===== config.mk =====
export PLATFORM = sky130hd
export DESIGN_NAME = pivot_level_crossover_signals_flat
export DESIGN_NICKNAME = d
export VERILOG_FILES = /design/src/hdl/plcs_pkg.sv /design/src/hdl/plcs_ifc.sv /design/src/hdl/pivot_level_crossover_signals.sv /design/src/hdl/plcs_ram.sv /design/src/hdl/plcs_scan.sv /design/src/hdl/plcs_levels.sv /design/src/flat_wrapper.sv
export SDC_FILE = /design/constraint.sdc
export NUM_CORES = 2
export LEC_CHECK = 0
export ABC_CLOCK_PERIOD_IN_PS = 6100
export BUFFER_PORTS_ARGS = -buffer_cell sky130_fd_sc_hd__buf_2
export CAP_MARGIN = 20
export CELL_PAD_IN_SITES_DETAIL_PLACEMENT = 0
export CELL_PAD_IN_SITES_GLOBAL_PLACEMENT = 1
export CORE_ASPECT_RATIO = 0.6
export CORE_MARGIN = 5
export CORE_UTILIZATION = 49
export DETAILED_ROUTE_END_ITERATION = 8
export GPL_ROUTABILITY_DRIVEN = 1
export HOLD_SLACK_MARGIN = 0.03
export PLACE_DENSITY = 0.8
export SYNTH_ARGS = -nofsm -noshare
export SYNTH_HDL_FRONTEND = slang
export SYNTH_HIERARCHICAL = 1
export SYNTH_SLANG_ARGS = --single-unit

===== constraint.sdc =====
create_clock -name clk -period 6.1 [get_ports clk]
set_input_delay 0 -clock clk [delete_from_list [all_inputs] [get_ports clk]]
set_output_delay 0 -clock clk [all_outputs]
set_load 0.03 [all_outputs]

===== src/hdl/plcs_pkg.sv =====
// shared constants, types and register codes for the pivot level crossover block
// no dependencies; every other file refers to it by scoped names
package plcs_pkg;

  localparam int WINDOW_DEPTH = 64;
  localparam int LEVEL_COUNT  = 8;
  localparam int HIST_DEPTH   = 3;

  localparam int PRICE_W    = 31;
  localparam int AVG_W      = 32;
  localparam int FLAG_W     = LEVEL_COUNT;
  localparam int LSPAN_W    = 5;
  localparam int RSPAN_W    = 6;
  localparam int SPAN_W     = RSPAN_W + 1;
  localparam int ADDR_W     = $clog2(WINDOW_DEPTH);
  localparam int FILL_W     = $clog2(WINDOW_DEPTH + 1);
  localparam int CMP_W      = (FILL_W > SPAN_W) ? FILL_W : SPAN_W;
  localparam int LVL_W      = $clog2(LEVEL_COUNT);
  localparam int HIDX_W     = $clog2(HIST_DEPTH);
  localparam int CNT_W      = 8;
  localparam int CFG_IDX_W  = 2;
  localparam int CFG_DATA_W = 6;

  localparam logic [CFG_IDX_W-1:0] REG_LEFT_SPAN   = 2'd0;
  localparam logic [CFG_IDX_W-1:0] REG_RIGHT_SLOW  = 2'd1;
  localparam logic [CFG_IDX_W-1:0] REG_RIGHT_QUICK = 2'd2;

  localparam logic [LSPAN_W-1:0] LEFT_SPAN_RST   = 5'd4;
  localparam logic [RSPAN_W-1:0] RIGHT_SLOW_RST  = 6'd4;
  localparam logic [RSPAN_W-1:0] RIGHT_QUICK_RST = 6'd2;

  typedef logic [PRICE_W-1:0] price_t;

  // one step of the window scan
  typedef struct packed {
    logic               en;
    logic [SPAN_W-1:0]  d;
    logic [SPAN_W-1:0]  span_q;
    logic [SPAN_W-1:0]  span_s;
    logic [RSPAN_W-1:0] right_q;
    logic [RSPAN_W-1:0] right_s;
  } scan_ctl_t;

  typedef struct packed {
    price_t mx_q;
    price_t mn_q;
    price_t mid_q;
    price_t mx_s;
    price_t mn_s;
    price_t mid_s;
    price_t c2;
  } scan_res_t;

  // one level evaluation step
  typedef struct packed {
    logic             step;
    logic [LVL_W-1:0] k;
    logic             warm_q;
    logic             warm_s;
    logic             armed;
    logic             rise;
    logic             fall;
  } lvl_ctl_t;

endpackage


===== src/hdl/plcs_ifc.sv =====
// request channel interfaces of the pivot level crossover block
// depends on plcs_pkg for field widths
interface plcs_in_if;
  logic                               valid;
  logic                               ready;
  logic [plcs_pkg::PRICE_W-1:0]       close_price;
  logic signed [plcs_pkg::AVG_W-1:0]  avg_value;
  modport source(output valid, close_price, avg_value, input ready);
  modport sink(input valid, close_price, avg_value, output ready);
endinterface

interface plcs_out_if;
  logic                        valid;
  logic                        ready;
  logic [plcs_pkg::FLAG_W-1:0] buy_flags;
  logic [plcs_pkg::FLAG_W-1:0] sell_flags;
  modport source(output valid, buy_flags, sell_flags, input ready);
  modport sink(input valid, buy_flags, sell_flags, output ready);
endinterface

interface plcs_cfg_if;
  logic                            valid;
  logic                            ready;
  logic [plcs_pkg::CFG_IDX_W-1:0]  index;
  logic [plcs_pkg::CFG_DATA_W-1:0] data;
  modport source(output valid, index, data, input ready);
  modport sink(input valid, index, data, output ready);
endinterface


===== src/hdl/pivot_level_crossover_signals.sv =====
// takes one request at a time, only while idle; the scan reads the closes 0 to scan_end samples
//   back, scan_end the larger of left_span + right_span_slow, left_span + right_span_quick and 2
// flow: one close a cycle through the scan unit, then one of eight levels a cycle, the last
//   one held while a result waits
// reset: synchronous; spans to defaults, levels cleared, window reads zero until written
// top level; depends on plcs_pkg, plcs_ifc, plcs_ram, plcs_scan and plcs_levels
module pivot_level_crossover_signals (
  input  logic       clk,
  input  logic       rst,
  plcs_cfg_if.sink   cfg,
  plcs_in_if.sink    samples,
  plcs_out_if.source results
);

  localparam int AW    = plcs_pkg::ADDR_W;
  localparam int SW    = plcs_pkg::SPAN_W;
  localparam int FW    = plcs_pkg::FILL_W;
  localparam int CW    = plcs_pkg::CMP_W;
  localparam int LW    = plcs_pkg::LVL_W;
  localparam int NW    = plcs_pkg::CNT_W;
  localparam int DEPTH = plcs_pkg::WINDOW_DEPTH;

  localparam logic [1:0] ST_IDLE  = 2'd0;
  localparam logic [1:0] ST_SCAN  = 2'd1;
  localparam logic [1:0] ST_LEVEL = 2'd2;

  localparam logic [LW-1:0] LAST_LVL = LW'(plcs_pkg::LEVEL_COUNT - 1);

  logic [plcs_pkg::LSPAN_W-1:0] left_span;
  logic [plcs_pkg::RSPAN_W-1:0] right_span_slow;
  logic [plcs_pkg::RSPAN_W-1:0] right_span_quick;

  logic [1:0]                        state;
  logic [AW-1:0]                     head;
  logic [AW-1:0]                     head_next;
  logic [FW-1:0]                     fill;
  logic [NW-1:0]                     sample_count;
  plcs_pkg::price_t                  close_r;
  logic signed [plcs_pkg::AVG_W-1:0] avg_r;
  logic signed [plcs_pkg::AVG_W-1:0] prev_avg;
  logic [SW-1:0]                     scan_d;
  logic                              pend_en;
  logic [SW-1:0]                     pend_d;
  logic [LW-1:0]                     k;
  logic [plcs_pkg::FLAG_W-1:0]       buy_acc;
  logic [plcs_pkg::FLAG_W-1:0]       sell_acc;
  logic [plcs_pkg::FLAG_W-1:0]       buy_next;
  logic [plcs_pkg::FLAG_W-1:0]       sell_next;

  logic [SW-1:0]     span_q;
  logic [SW-1:0]     span_s;
  logic [SW-1:0]     scan_end;
  logic [AW-1:0]     d_a;
  logic [AW:0]       rd_sum;
  logic [AW-1:0]     rd_addr;
  plcs_pkg::price_t  rd_data;
  plcs_pkg::price_t  scan_val;
  logic              accept;
  logic              step_ok;
  logic              buy_bit;
  logic              sell_bit;

  plcs_pkg::scan_ctl_t scan_ctl;
  plcs_pkg::scan_res_t scan_res;
  plcs_pkg::lvl_ctl_t  lvl_ctl;

  assign cfg.ready     = 1'b1;
  assign samples.ready = (state == ST_IDLE);
  assign accept        = samples.valid && samples.ready;

  always_comb begin
    span_q   = SW'(left_span) + SW'(right_span_quick);
    span_s   = SW'(left_span) + SW'(right_span_slow);
    scan_end = (span_q > span_s) ? span_q : span_s;
    if (scan_end < SW'(2)) scan_end = SW'(2);
    head_next = (head == AW'(DEPTH - 1)) ? '0 : head + 1'b1;
    // window slot d samples back, wrapping below slot zero
    d_a = AW'(scan_d);
    if (d_a <= head) begin
      rd_sum = {1'b0, head} - {1'b0, d_a};
    end else begin
      rd_sum = {1'b0, head} + (AW + 1)'(DEPTH) - {1'b0, d_a};
    end
    rd_addr  = rd_sum[AW-1:0];
    // slots not yet written read as zero
    scan_val = (CW'(pend_d) < CW'(fill)) ? rd_data : '0;
  end

  plcs_ram u_ram (
    .clk     (clk),
    .wr_en   (accept),
    .wr_addr (head_next),
    .wr_data (samples.close_price),
    .rd_addr (rd_addr),
    .rd_data (rd_data)
  );

  always_comb begin
    scan_ctl.en      = pend_en;
    scan_ctl.d       = pend_d;
    scan_ctl.span_q  = span_q;
    scan_ctl.span_s  = span_s;
    scan_ctl.right_q = right_span_quick;
    scan_ctl.right_s = right_span_slow;
  end

  plcs_scan u_scan (
    .clk   (clk),
    .ctl   (scan_ctl),
    .value (scan_val),
    .res   (scan_res)
  );

  // the last level waits until the result register is free
  assign step_ok = !((k == LAST_LVL) && results.valid && !results.ready);

  always_comb begin
    lvl_ctl.step   = (state == ST_LEVEL) && step_ok;
    lvl_ctl.k      = k;
    lvl_ctl.warm_q = (sample_count >= NW'(span_q));
    lvl_ctl.warm_s = (sample_count >= NW'(span_s));
    lvl_ctl.armed  = (sample_count >= NW'(2));
    lvl_ctl.rise   = (close_r > scan_res.c2);
    lvl_ctl.fall   = (close_r < scan_res.c2);
  end

  plcs_levels u_levels (
    .clk      (clk),
    .rst      (rst),
    .ctl      (lvl_ctl),
    .res      (scan_res),
    .avg      (avg_r),
    .prev_avg (prev_avg),
    .buy      (buy_bit),
    .sell     (sell_bit)
  );

  always_comb begin
    buy_next     = buy_acc;
    sell_next    = sell_acc;
    buy_next[k]  = buy_bit;
    sell_next[k] = sell_bit;
  end

  always_ff @(posedge clk) begin
    if (rst) begin
      left_span        <= plcs_pkg::LEFT_SPAN_RST;
      right_span_slow  <= plcs_pkg::RIGHT_SLOW_RST;
      right_span_quick <= plcs_pkg::RIGHT_QUICK_RST;
    end else if (cfg.valid && cfg.ready) begin
      unique case (cfg.index)
        plcs_pkg::REG_LEFT_SPAN:   left_span        <= cfg.data[plcs_pkg::LSPAN_W-1:0];
        plcs_pkg::REG_RIGHT_SLOW:  right_span_slow  <= cfg.data;
        plcs_pkg::REG_RIGHT_QUICK: right_span_quick <= cfg.data;
        default: ;
      endcase
    end
  end

  always_ff @(posedge clk) begin
    if (rst) begin
      state         <= ST_IDLE;
      head          <= '0;
      fill          <= '0;
      sample_count  <= '0;
      prev_avg      <= '0;
      scan_d        <= '0;
      pend_en       <= 1'b0;
      k             <= '0;
      results.valid <= 1'b0;
    end else begin
      if (lvl_ctl.step && (k == LAST_LVL)) begin
        results.valid <= 1'b1;
      end else if (results.valid && results.ready) begin
        results.valid <= 1'b0;
      end
      unique case (state)
        ST_IDLE: begin
          pend_en <= 1'b0;
          if (accept) begin
            head     <= head_next;
            if (fill < FW'(DEPTH)) fill <= fill + 1'b1;
            close_r  <= samples.close_price;
            avg_r    <= samples.avg_value;
            scan_d   <= '0;
            buy_acc  <= '0;
            sell_acc <= '0;
            state    <= ST_SCAN;
          end
        end
        ST_SCAN: begin
          pend_en <= (scan_d <= scan_end);
          if (scan_d <= scan_end) begin
            pend_d  <= scan_d;
            scan_d  <= scan_d + 1'b1;
          end
          if (pend_en && (pend_d == scan_end)) begin
            k     <= '0;
            state <= ST_LEVEL;
          end
        end
        ST_LEVEL: begin
          pend_en <= 1'b0;
          if (step_ok) begin
            buy_acc  <= buy_next;
            sell_acc <= sell_next;
            k        <= k + 1'b1;
            if (k == LAST_LVL) begin
              results.buy_flags  <= buy_next;
              results.sell_flags <= sell_next;
              prev_avg           <= avg_r;
              if (sample_count != '1) sample_count <= sample_count + 1'b1;
              state              <= ST_IDLE;
            end
          end
        end
        default: begin
          pend_en <= 1'b0;
          state   <= ST_IDLE;
        end
      endcase
    end
  end

`ifndef SYNTHESIS
  a_accept_starts_scan: assert property (@(posedge clk) disable iff (rst)
    accept |=> state == ST_SCAN)
    else $error("request accepted without starting the window scan");

  a_fill_bound: assert property (@(posedge clk) disable iff (rst)
    fill <= FW'(DEPTH))
    else $error("window fill count beyond depth");

  a_scan_bound: assert property (@(posedge clk) disable iff (rst)
    pend_en |-> pend_d <= scan_end)
    else $error("window scan read past the longest span");

  a_result_after_last_level: assert property (@(posedge clk) disable iff (rst)
    $rose(results.valid) |-> $past(state) == ST_LEVEL && $past(k) == LAST_LVL)
    else $error("result raised outside the last level step");
`endif

endmodule


===== src/hdl/plcs_ram.sv =====
// close price window memory: one write port, one registered read port
// depends on plcs_pkg for depth and widths
module plcs_ram (
  input  logic                          clk,
  input  logic                          wr_en,
  input  logic [plcs_pkg::ADDR_W-1:0]   wr_addr,
  input  plcs_pkg::price_t              wr_data,
  input  logic [plcs_pkg::ADDR_W-1:0]   rd_addr,
  output plcs_pkg::price_t              rd_data
);

  plcs_pkg::price_t mem [plcs_pkg::WINDOW_DEPTH];

  always_ff @(posedge clk) begin
    if (wr_en) begin
      mem[wr_addr] <= wr_data;
    end
  end

  always_ff @(posedge clk) begin
    rd_data <= mem[rd_addr];
  end

endmodule


===== src/hdl/plcs_scan.sv =====
// shared window scan unit: running max/min for both right spans, one close per cycle
// depends on plcs_pkg for scan_ctl_t and scan_res_t
module plcs_scan (
  input  logic                clk,
  input  plcs_pkg::scan_ctl_t ctl,
  input  plcs_pkg::price_t    value,
  output plcs_pkg::scan_res_t res
);

  localparam int SW = plcs_pkg::SPAN_W;

  always_ff @(posedge clk) begin
    if (ctl.en) begin
      if (ctl.d == '0) begin
        res.mx_q <= value;
        res.mn_q <= value;
        res.mx_s <= value;
        res.mn_s <= value;
      end else begin
        if (ctl.d <= ctl.span_q) begin
          if (value > res.mx_q) res.mx_q <= value;
          if (value < res.mn_q) res.mn_q <= value;
        end
        if (ctl.d <= ctl.span_s) begin
          if (value > res.mx_s) res.mx_s <= value;
          if (value < res.mn_s) res.mn_s <= value;
        end
      end
      // pivot candidates and the close two samples back
      if (ctl.d == SW'(ctl.right_q)) res.mid_q <= value;
      if (ctl.d == SW'(ctl.right_s)) res.mid_s <= value;
      if (ctl.d == SW'(2)) res.c2 <= value;
    end
  end

endmodule


===== src/hdl/plcs_levels.sv =====
// support/resistance level store and crossover test, one level per step
// depends on plcs_pkg for lvl_ctl_t, scan_res_t and widths
module plcs_levels (
  input  logic                              clk,
  input  logic                              rst,
  input  plcs_pkg::lvl_ctl_t                ctl,
  input  plcs_pkg::scan_res_t               res,
  input  logic signed [plcs_pkg::AVG_W-1:0] avg,
  input  logic signed [plcs_pkg::AVG_W-1:0] prev_avg,
  output logic                              buy,
  output logic                              sell
);

  localparam int HW = plcs_pkg::HIDX_W;
  localparam int LW = plcs_pkg::LVL_W;

  plcs_pkg::price_t hist [plcs_pkg::LEVEL_COUNT][plcs_pkg::HIST_DEPTH];

  logic             is_quick;
  logic             is_high;
  logic             warm;
  logic             pivot;
  logic [HW-1:0]    j;
  plcs_pkg::price_t mid;
  plcs_pkg::price_t ext;
  plcs_pkg::price_t lvl_now;
  plcs_pkg::price_t lvl_before;

  always_comb begin
    is_quick   = (ctl.k < LW'(2));
    is_high    = !ctl.k[0];
    warm       = is_quick ? ctl.warm_q : ctl.warm_s;
    mid        = is_quick ? res.mid_q : res.mid_s;
    if (is_quick) begin
      ext = is_high ? res.mx_q : res.mn_q;
    end else begin
      ext = is_high ? res.mx_s : res.mn_s;
    end
    pivot      = (mid != '0) && (ext == mid);
    // slow level pairs reuse the value from 1, 2 or 3 samples back
    j          = is_quick ? '0 : HW'(ctl.k[LW-1:1] - 1'b1);
    lvl_before = hist[ctl.k][0];
    if (!warm) begin
      lvl_now = '0;
    end else if (pivot) begin
      lvl_now = mid;
    end else begin
      lvl_now = hist[ctl.k][j];
    end
    buy  = ctl.armed && ctl.rise && (avg > $signed({1'b0, lvl_now}))
           && (prev_avg < $signed({1'b0, lvl_before}));
    sell = ctl.armed && ctl.fall && (avg < $signed({1'b0, lvl_now}))
           && (prev_avg > $signed({1'b0, lvl_before}));
  end

  always_ff @(posedge clk) begin
    if (rst) begin
      for (int i = 0; i < plcs_pkg::LEVEL_COUNT; i++) begin
        for (int h = 0; h < plcs_pkg::HIST_DEPTH; h++) begin
          hist[i][h] <= '0;
        end
      end
    end else if (ctl.step) begin
      hist[ctl.k][2] <= hist[ctl.k][1];
      hist[ctl.k][1] <= hist[ctl.k][0];
      hist[ctl.k][0] <= lvl_now;
    end
  end

endmodule

===== src/flat_wrapper.sv =====
// flat-port wrapper written by rule: the top's interface ports become plain ports
module pivot_level_crossover_signals_flat 
  (clk, rst, cfg_valid, cfg_index, cfg_data, cfg_ready, samples_valid, samples_close_price, samples_avg_value, samples_ready, results_valid, results_buy_flags, results_sell_flags, results_ready);
  plcs_cfg_if cfg_i ();
  plcs_in_if samples_i ();
  plcs_out_if results_i ();
  input  logic clk;
  input  logic rst;
  input wire logic [$bits(cfg_i.valid)-1:0] cfg_valid;
  input wire logic [$bits(cfg_i.index)-1:0] cfg_index;
  input wire logic [$bits(cfg_i.data)-1:0] cfg_data;
  output wire logic [$bits(cfg_i.ready)-1:0] cfg_ready;
  input wire logic [$bits(samples_i.valid)-1:0] samples_valid;
  input wire logic [$bits(samples_i.close_price)-1:0] samples_close_price;
  input wire logic [$bits(samples_i.avg_value)-1:0] samples_avg_value;
  output wire logic [$bits(samples_i.ready)-1:0] samples_ready;
  output wire logic [$bits(results_i.valid)-1:0] results_valid;
  output wire logic [$bits(results_i.buy_flags)-1:0] results_buy_flags;
  output wire logic [$bits(results_i.sell_flags)-1:0] results_sell_flags;
  input wire logic [$bits(results_i.ready)-1:0] results_ready;
  assign cfg_i.valid = cfg_valid;
  assign cfg_i.index = cfg_index;
  assign cfg_i.data = cfg_data;
  assign cfg_ready = cfg_i.ready;
  assign samples_i.valid = samples_valid;
  assign samples_i.close_price = samples_close_price;
  assign samples_i.avg_value = samples_avg_value;
  assign samples_ready = samples_i.ready;
  assign results_valid = results_i.valid;
  assign results_buy_flags = results_i.buy_flags;
  assign results_sell_flags = results_i.sell_flags;
  assign results_i.ready = results_ready;
  pivot_level_crossover_signals u_core (.clk(clk), .rst(rst), .cfg(cfg_i), .samples(samples_i), .results(results_i));
endmodule

* Word level (Yosys, flattened, before mapping)
Memories as Yosys holds them, arrays and structs flattened. A register that Yosys moved wholly into a read port is not among the register bits.
Index checks and enable logic that the tools add are counted.
** Storage, ports and cells
- Flip-flop bits (word level) :: 403
- Bits in latches :: 0
- RAM bits :: 2728
- Bits in read-only memories :: 0
- Input port bits :: 76
- Output and inout port bits :: 19
- Logic and storage cells :: 197
- Memories kept :: 2
** Memory list
- u_core.u_ram.mem :: depth 64, bits a word 31, read ports 1, clocked after memory_dff 1, write ports 1, RTL line plcs_ram.sv:12 : plcs_pkg::price_t mem [plcs_pkg::WINDOW_DEPTH];
- u_core.u_levels.hist :: depth 8, bits a word 93, read ports 1, clocked after memory_dff 1, write ports 8, RTL line plcs_levels.sv:17 : plcs_pkg::price_t hist [plcs_pkg::LEVEL_COUNT][plcs_pkg::HIST_DEPTH];
** Operators by class
- Add/sub/neg operators :: 11
- $mul :: 0
- Divide/modulo/power cells :: 0
- Magnitude comparators :: 25
- Eq/ne operators :: 17
- Shift-type cells :: 0
- Muxes and demuxes :: 58
- Bitwise operators :: 4
- Reductions and logical operators :: 54
** Operators by type and width (count)
- $mux 31 :: 13
- $mux 62 :: 4
- $gt 31x31->1 :: 3
- $lt 31x31->1 :: 3
- $mux 93 :: 1
- $reduce_or 93->1 :: 1
- $gt 32x32->1 :: 2
- $lt 32x32->1 :: 2
- $bmux 31 s2 :: 1
- $pmux 8 s2 :: 2
- $eq 31x31->1 :: 1
- $reduce_bool 31->1 :: 1
- $reduce_and 3->1 :: 10
- $mux 7 :: 4
- $mux 8 :: 3
- $le 7x7->1 :: 3
- $reduce_bool 2->1 :: 10
- $bwmux 8 :: 2
- $ge 8x7->1 :: 2
- $reduce_and 4->1 :: 4
- $logic_and 1x1->1 :: 15
- $mux 3 :: 5
- $add 5x6->7 :: 2
- $add 7x1->7 const B :: 2
- other kinds (39) :: 73

* Longest topological paths before layout
- Word-level depth :: 14
- Mapped depth :: 30
- Mapped depth without buffers :: 29

* Modules after synthesis
The synthesis kept the hierarchy.
** Modules (own cells, without submodules)
- plcs_ram :: instances 1, cells an instance 3418, area an instance 76305.7 um^2, seq. area each 60197.7 um^2
- plcs_levels :: instances 1, cells an instance 2264, area an instance 27644.0 um^2, seq. area each 16756.1 um^2
- plcs_scan :: instances 1, cells an instance 718, area an instance 10072.2 um^2, seq. area each 6516.2 um^2
- pivot_level_crossover_signals :: instances 1, cells an instance 909, area an instance 9492.9 um^2, seq. area each 4744.6 um^2

* Worst setup path before layout
No wires, ideal clock.
- Path type :: register to register
- From :: reg u_core/right_span_quick[0] (netlist bit)
- To :: reg u_core/buy_acc[4] (netlist bit), data pin
- Library setup time :: 266 ps
- Data arrival time :: 5560 ps
- Data required time :: 5834 ps
- Slack :: 274 ps
- Cell stages (with the launch flop) :: 27
- Path buffers :: 1
- Clock period less this slack :: 5826 ps
- Cells stage by stage :: dfxtp_1 -> ha_1 -> inv_1 -> fa_1 -> nand2b_1 -> a21oi_2 -> xor2_1 -> inv_1 -> ha_1 -> o21ai_0 -> nand2b_1 -> maj3_1 -> a211o_1 -> mux2i_1 -> clkbuf_1 -> or2_1 -> ha_1 -> a21o_1 -> a21o_1 -> a21o_1 -> a21oi_1 -> nor2b_1 -> a2111oi_0 -> o311ai_0 -> and3_1 -> mux2_2 -> nor2b_1
** RTL lines
- start: declaration :: RTL line pivot_level_crossover_signals.sv:31 : logic [plcs_pkg::RSPAN_W-1:0] right_span_quick;
- start signal: assignment :: RTL line pivot_level_crossover_signals.sv:149 : right_span_quick <= plcs_pkg::RIGHT_QUICK_RST;
- start signal: assignment :: RTL line pivot_level_crossover_signals.sv:154 : plcs_pkg::REG_RIGHT_QUICK: right_span_quick <= cfg.data;
- end signal: assignment :: RTL line pivot_level_crossover_signals.sv:205 : buy_acc <= buy_next;
- end: declaration :: RTL line pivot_level_crossover_signals.sv:45 : logic [plcs_pkg::FLAG_W-1:0] buy_acc;

==> summary.txt <==
Clock tree
  • Clk sink count: 2976
  • Skew-Pair Late Insertion Delay: 0.87 ns
  • CTS tree: built
  • Clock slew at reported path FFs: approximately 0.07 ns
  • Clock buffer depth: 4
  • Max H-tree Level: 5
  • TritonCTS buffer count: 280
  • Clock root buffer: clkbuf_16

Floorplanning
  • Die area: between 0.2 and 0.3 mm^2
  • CORE AREA: ~0.25 mm^2
  • Die Height: between 300 and 400 um
  • Top Ports: 95
  • Initial Util: 0.494
  • Row cnt: 142
  • Die width: 658 um

Synthesis
  • Share of the synthesized area in the top cell type: 0.696
  • Post-synth EDFFs: 2861
  • Post-synth ARST share: 0
  • Avg Cell Area, Syn: 16.9 um^2
  • Ys Warns: 6
  • Post-Syn Area: approximately 0.12 mm^2
  • Syn_nets: 7668
  • Register area share after synthesis: 0.714
  • Flops & latches, synth: 2976
  • Post-Syn Instances: approximately 7.3k
  • Netlist cell types: 99
  • Top cell type by total area after synthesis: edfxtp_1
  • Main synth FF type: edfxtp_1
  • Largest cells by area after synthesis: edfxtp_1 70%, mux4_2 7.8%, mux2i_1 3.3%, ha_1 2.8%, nor2_1 2.3%

Global route
  • Initial antenna violation count: 8
  • GR Util met3: 0.0835
  • Vias in the first global route: 69.6k
  • GR Util All Layers: 0.257
  • Met2 Use GR: 0.338
  • GR peak layer: met1
  • GR Util met1: 0.413
  • Largest net degree at the start of global routing: 97
  • First-pass GRT wire length: 494000 um
  • Global route overflow: 0

Detailed routing
  • ANT nets after route: 0
  • Via count: 71.9k
  • Post-DR wirelength/cell: between 30 and 40 um
  • Iteration-0 DRC Markers: roughly 11k
  • Post-DR vias/cell: 6.30
  • # DRC: 0
  • Drt total wl: 343000 um
  • First drt pass iteration count: 6

Worst hold path
  • Worst hold path endpoint: u_core/u_ram/mem[37][17]$_DFFE_PP_
  • Min-delay worst type: in2reg
  • Hold Path Origin: samples_close_price[17]
  • Hold path depth: 2

Setup path
  • Worst R2R End: u_core/sell_acc[2]$_SDFFCE_PN0P_
  • Startpoint types: register
  • Reg2Reg Setup Slack: ~0.12 ns
  • CP bufs+invs: 7
  • CP Class: reg2reg
  • R2r worst-path depth: 30
  • CP Max Fanout: 8
  • CP required: 6.61 ns
  • Worst r2r src: u_core/left_span[0]$_SDFFE_PP0P_
  • Crit path DAT: 6.50 ns
  • Worst path max stage delay: 0.62 ns
  • Setup crit end kind: register
  • Crit-path slowest cell: fa_2
  • Most common cell on crit path: buf_4
  • Crit path max-delay family: adder cells

STA
  • Worst Tran Pin Value: about 1.2 ns
  • Highest Clock Rate: 0.167 GHz
  • Max-slew violation count: 0
  • Unrepaired setup endpoints after global routing: true
  • Clk_skew: 0.0749 ns
  • Setup tns final: 0 ns
  • Slew HR: 0.208
  • Setup-failing EPs final: 0
  • Hold_ws: 0.0921 ns
  • Hold Violations, Final: 0
  • Final period util: 0.981
  • Final Critical Period: 5.98 ns

Cells and area
  • Post-route cell area: roughly 0.14 mm^2
  • Non-filler instance count after layout: between 10k and 15k
  • Share of layout cells above drive strength 1: 0.208
  • Register area: 0.0882 mm^2
  • Area growth from synthesis to layout: 14.7%
  • Final core utilization: 0.566
  • Multi-input gate area: between 0.03 and 0.04 mm^2
  • Fillers: 18.6k
  • Nets@finish: about 8.2k

Place
  • Port Buffers: slightly above 90
  • Placed Instance Area: about 0.13 mm^2
  • Final HPWL DP: 217000 um
  • Final GP Congestion: 0.939
  • Placed Cells incl. Taps: 10.8k

Power
  • Maximum vdd drop: around 0.00024 V
  • Pleak: 47.7 nW
  • P per Cell Area: about 320 mW/mm^2

Run status
  • Status: complete, no violations

Run
  • Max-cap violations: 0
## sequential cells by signal (all words and copies together), names as in the netlist, 31 cells and up
name	flops
u_core/u_levels/hist	558
u_core/close_r	31
u_core/avg_r	32
u_core/u_scan/res	217
u_core/prev_avg	32
u_core/u_ram/mem	1984
u_core/u_ram/rd_data	31
## cells in the mapped netlist, types with 56 or more instances
library cell,count
edfxtp_1,2861
inv_1,221
dfxtp_1,115
nand4_1,63
a22oi_1,178
mux2_2,57
o21ai_0,110
mux2i_1,412
clkbuf_1,212
buf_2,116
a21oi_1,196
nor2_1,754
o22ai_1,103
xor2_1,62
ha_1,280
mux4_2,426
nand2_1,219
a21o_1,75
a31oi_1,56
## timing repair
action | in CTS | in global routing
endpoints found under the setup margin | 32 | 34
hold buffers | 112 | 1
resized for setup | 17 | 38
buffers inserted | 2 | 4
endpoints found under the hold margin | 2159 | 1
pin swaps | 6 | 17
## cells by family after synthesis
kind of cell,Yosys count,share of synthesized area
DFF,2976,0.714
and+or+nand+nor,1397,0.0512
AOI/OAI and AO/OA,992,0.0552
muxes,925,0.121
buffers and inverters,633,0.0222
adders and majority gates,288,0.0293
xor gates and xnor gates,97,0.00688
other,1,0.0000304
## cell type report
class,count,share of cell area
clock buffer,371,0.0540
antenna,2,0.0000353
timing repair buffer,692,0.0419
clock inverter,130,0.00943
inverter,221,0.00596
tap,3312,0.0292
sequential,2976,0.623
multi-input combinational,3700,0.237
## how the worst max path moves through the flow
stage	slack, ns	start	cells past startpoint	endpoint
after CTS	0.002	u_core/left_span[1]$_SDFFE_PP0P_	31	u_core/sell_acc[6]$_SDFFCE_PN0P_
after detailed placement	-0.24	u_core/left_span[0]$_SDFFE_PP0P_	31	u_core/sell_acc[6]$_SDFFCE_PN0P_
final	0.12	u_core/left_span[0]$_SDFFE_PP0P_	30	u_core/sell_acc[2]$_SDFFCE_PN0P_
after floorplan	0.27	u_core/right_span_quick[0]$_SDFFE_PP0P_	26	u_core/buy_acc[4]$_SDFFCE_PN0P_
after global placement	-0.27	u_core/left_span[0]$_SDFFE_PP0P_	30	u_core/sell_acc[1]$_SDFFCE_PN0P_
after global routing	-0.09	u_core/left_span[0]$_SDFFE_PP0P_	32	u_core/sell_acc[5]$_SDFFCE_PN0P_
## metal layers
layer  vias up  share of wire
met5         -              0
met4         0          0.021
met3       492           0.14
met2      4574           0.40
met1     36940           0.43
li1      29878              -
## where the power goes
part	total (mW)	internal [mW]	leakage [nW]	switching, mW
clock network	17.4	9.85	4.39	7.58
logic	5.22	2.09	15.9	3.12
registers	22.9	22.8	27.5	0.164
## worst register-to-register path, delay by kind of cell (launching register included)
| family | cells | cell delay (ns) |
|---|---|---|
| mux | 3 | 0.63 |
| compound gates | 8 | 1.15 |
| flops | 1 | 0.32 |
| fa+ha+maj | 5 | 1.55 |
| simple gates | 7 | 1.06 |
| buf+inv | 7 | 1.01 |
## cell usage in the layout, fill, tap and decap left out, types with 92 or more instances in the layout
cell,count
nor2_1,687
dfxtp_1,110
a22oi_1,178
clkbuf_16,288
buf_2,92
mux4_2,426
nand2_1,209
o21ai_0,108
edfxtp_1,2861
o22ai_1,103
ha_1,272
mux2i_1,411
buf_4,430
inv_1,219
a21oi_1,187
dlygate4sd3_1,113
## through the flow
stage          total power, mW  setup WS (ns)
6_report                  45.6          0.116
5_1_grt                   47.0        -0.0914
4_1_cts                   45.8        0.00221
3_5_place_dp              28.4         -0.236
3_3_place_gp              28.4         -0.273
2_1_floorplan             26.6          0.274
(Power assumes the default switching activity.)
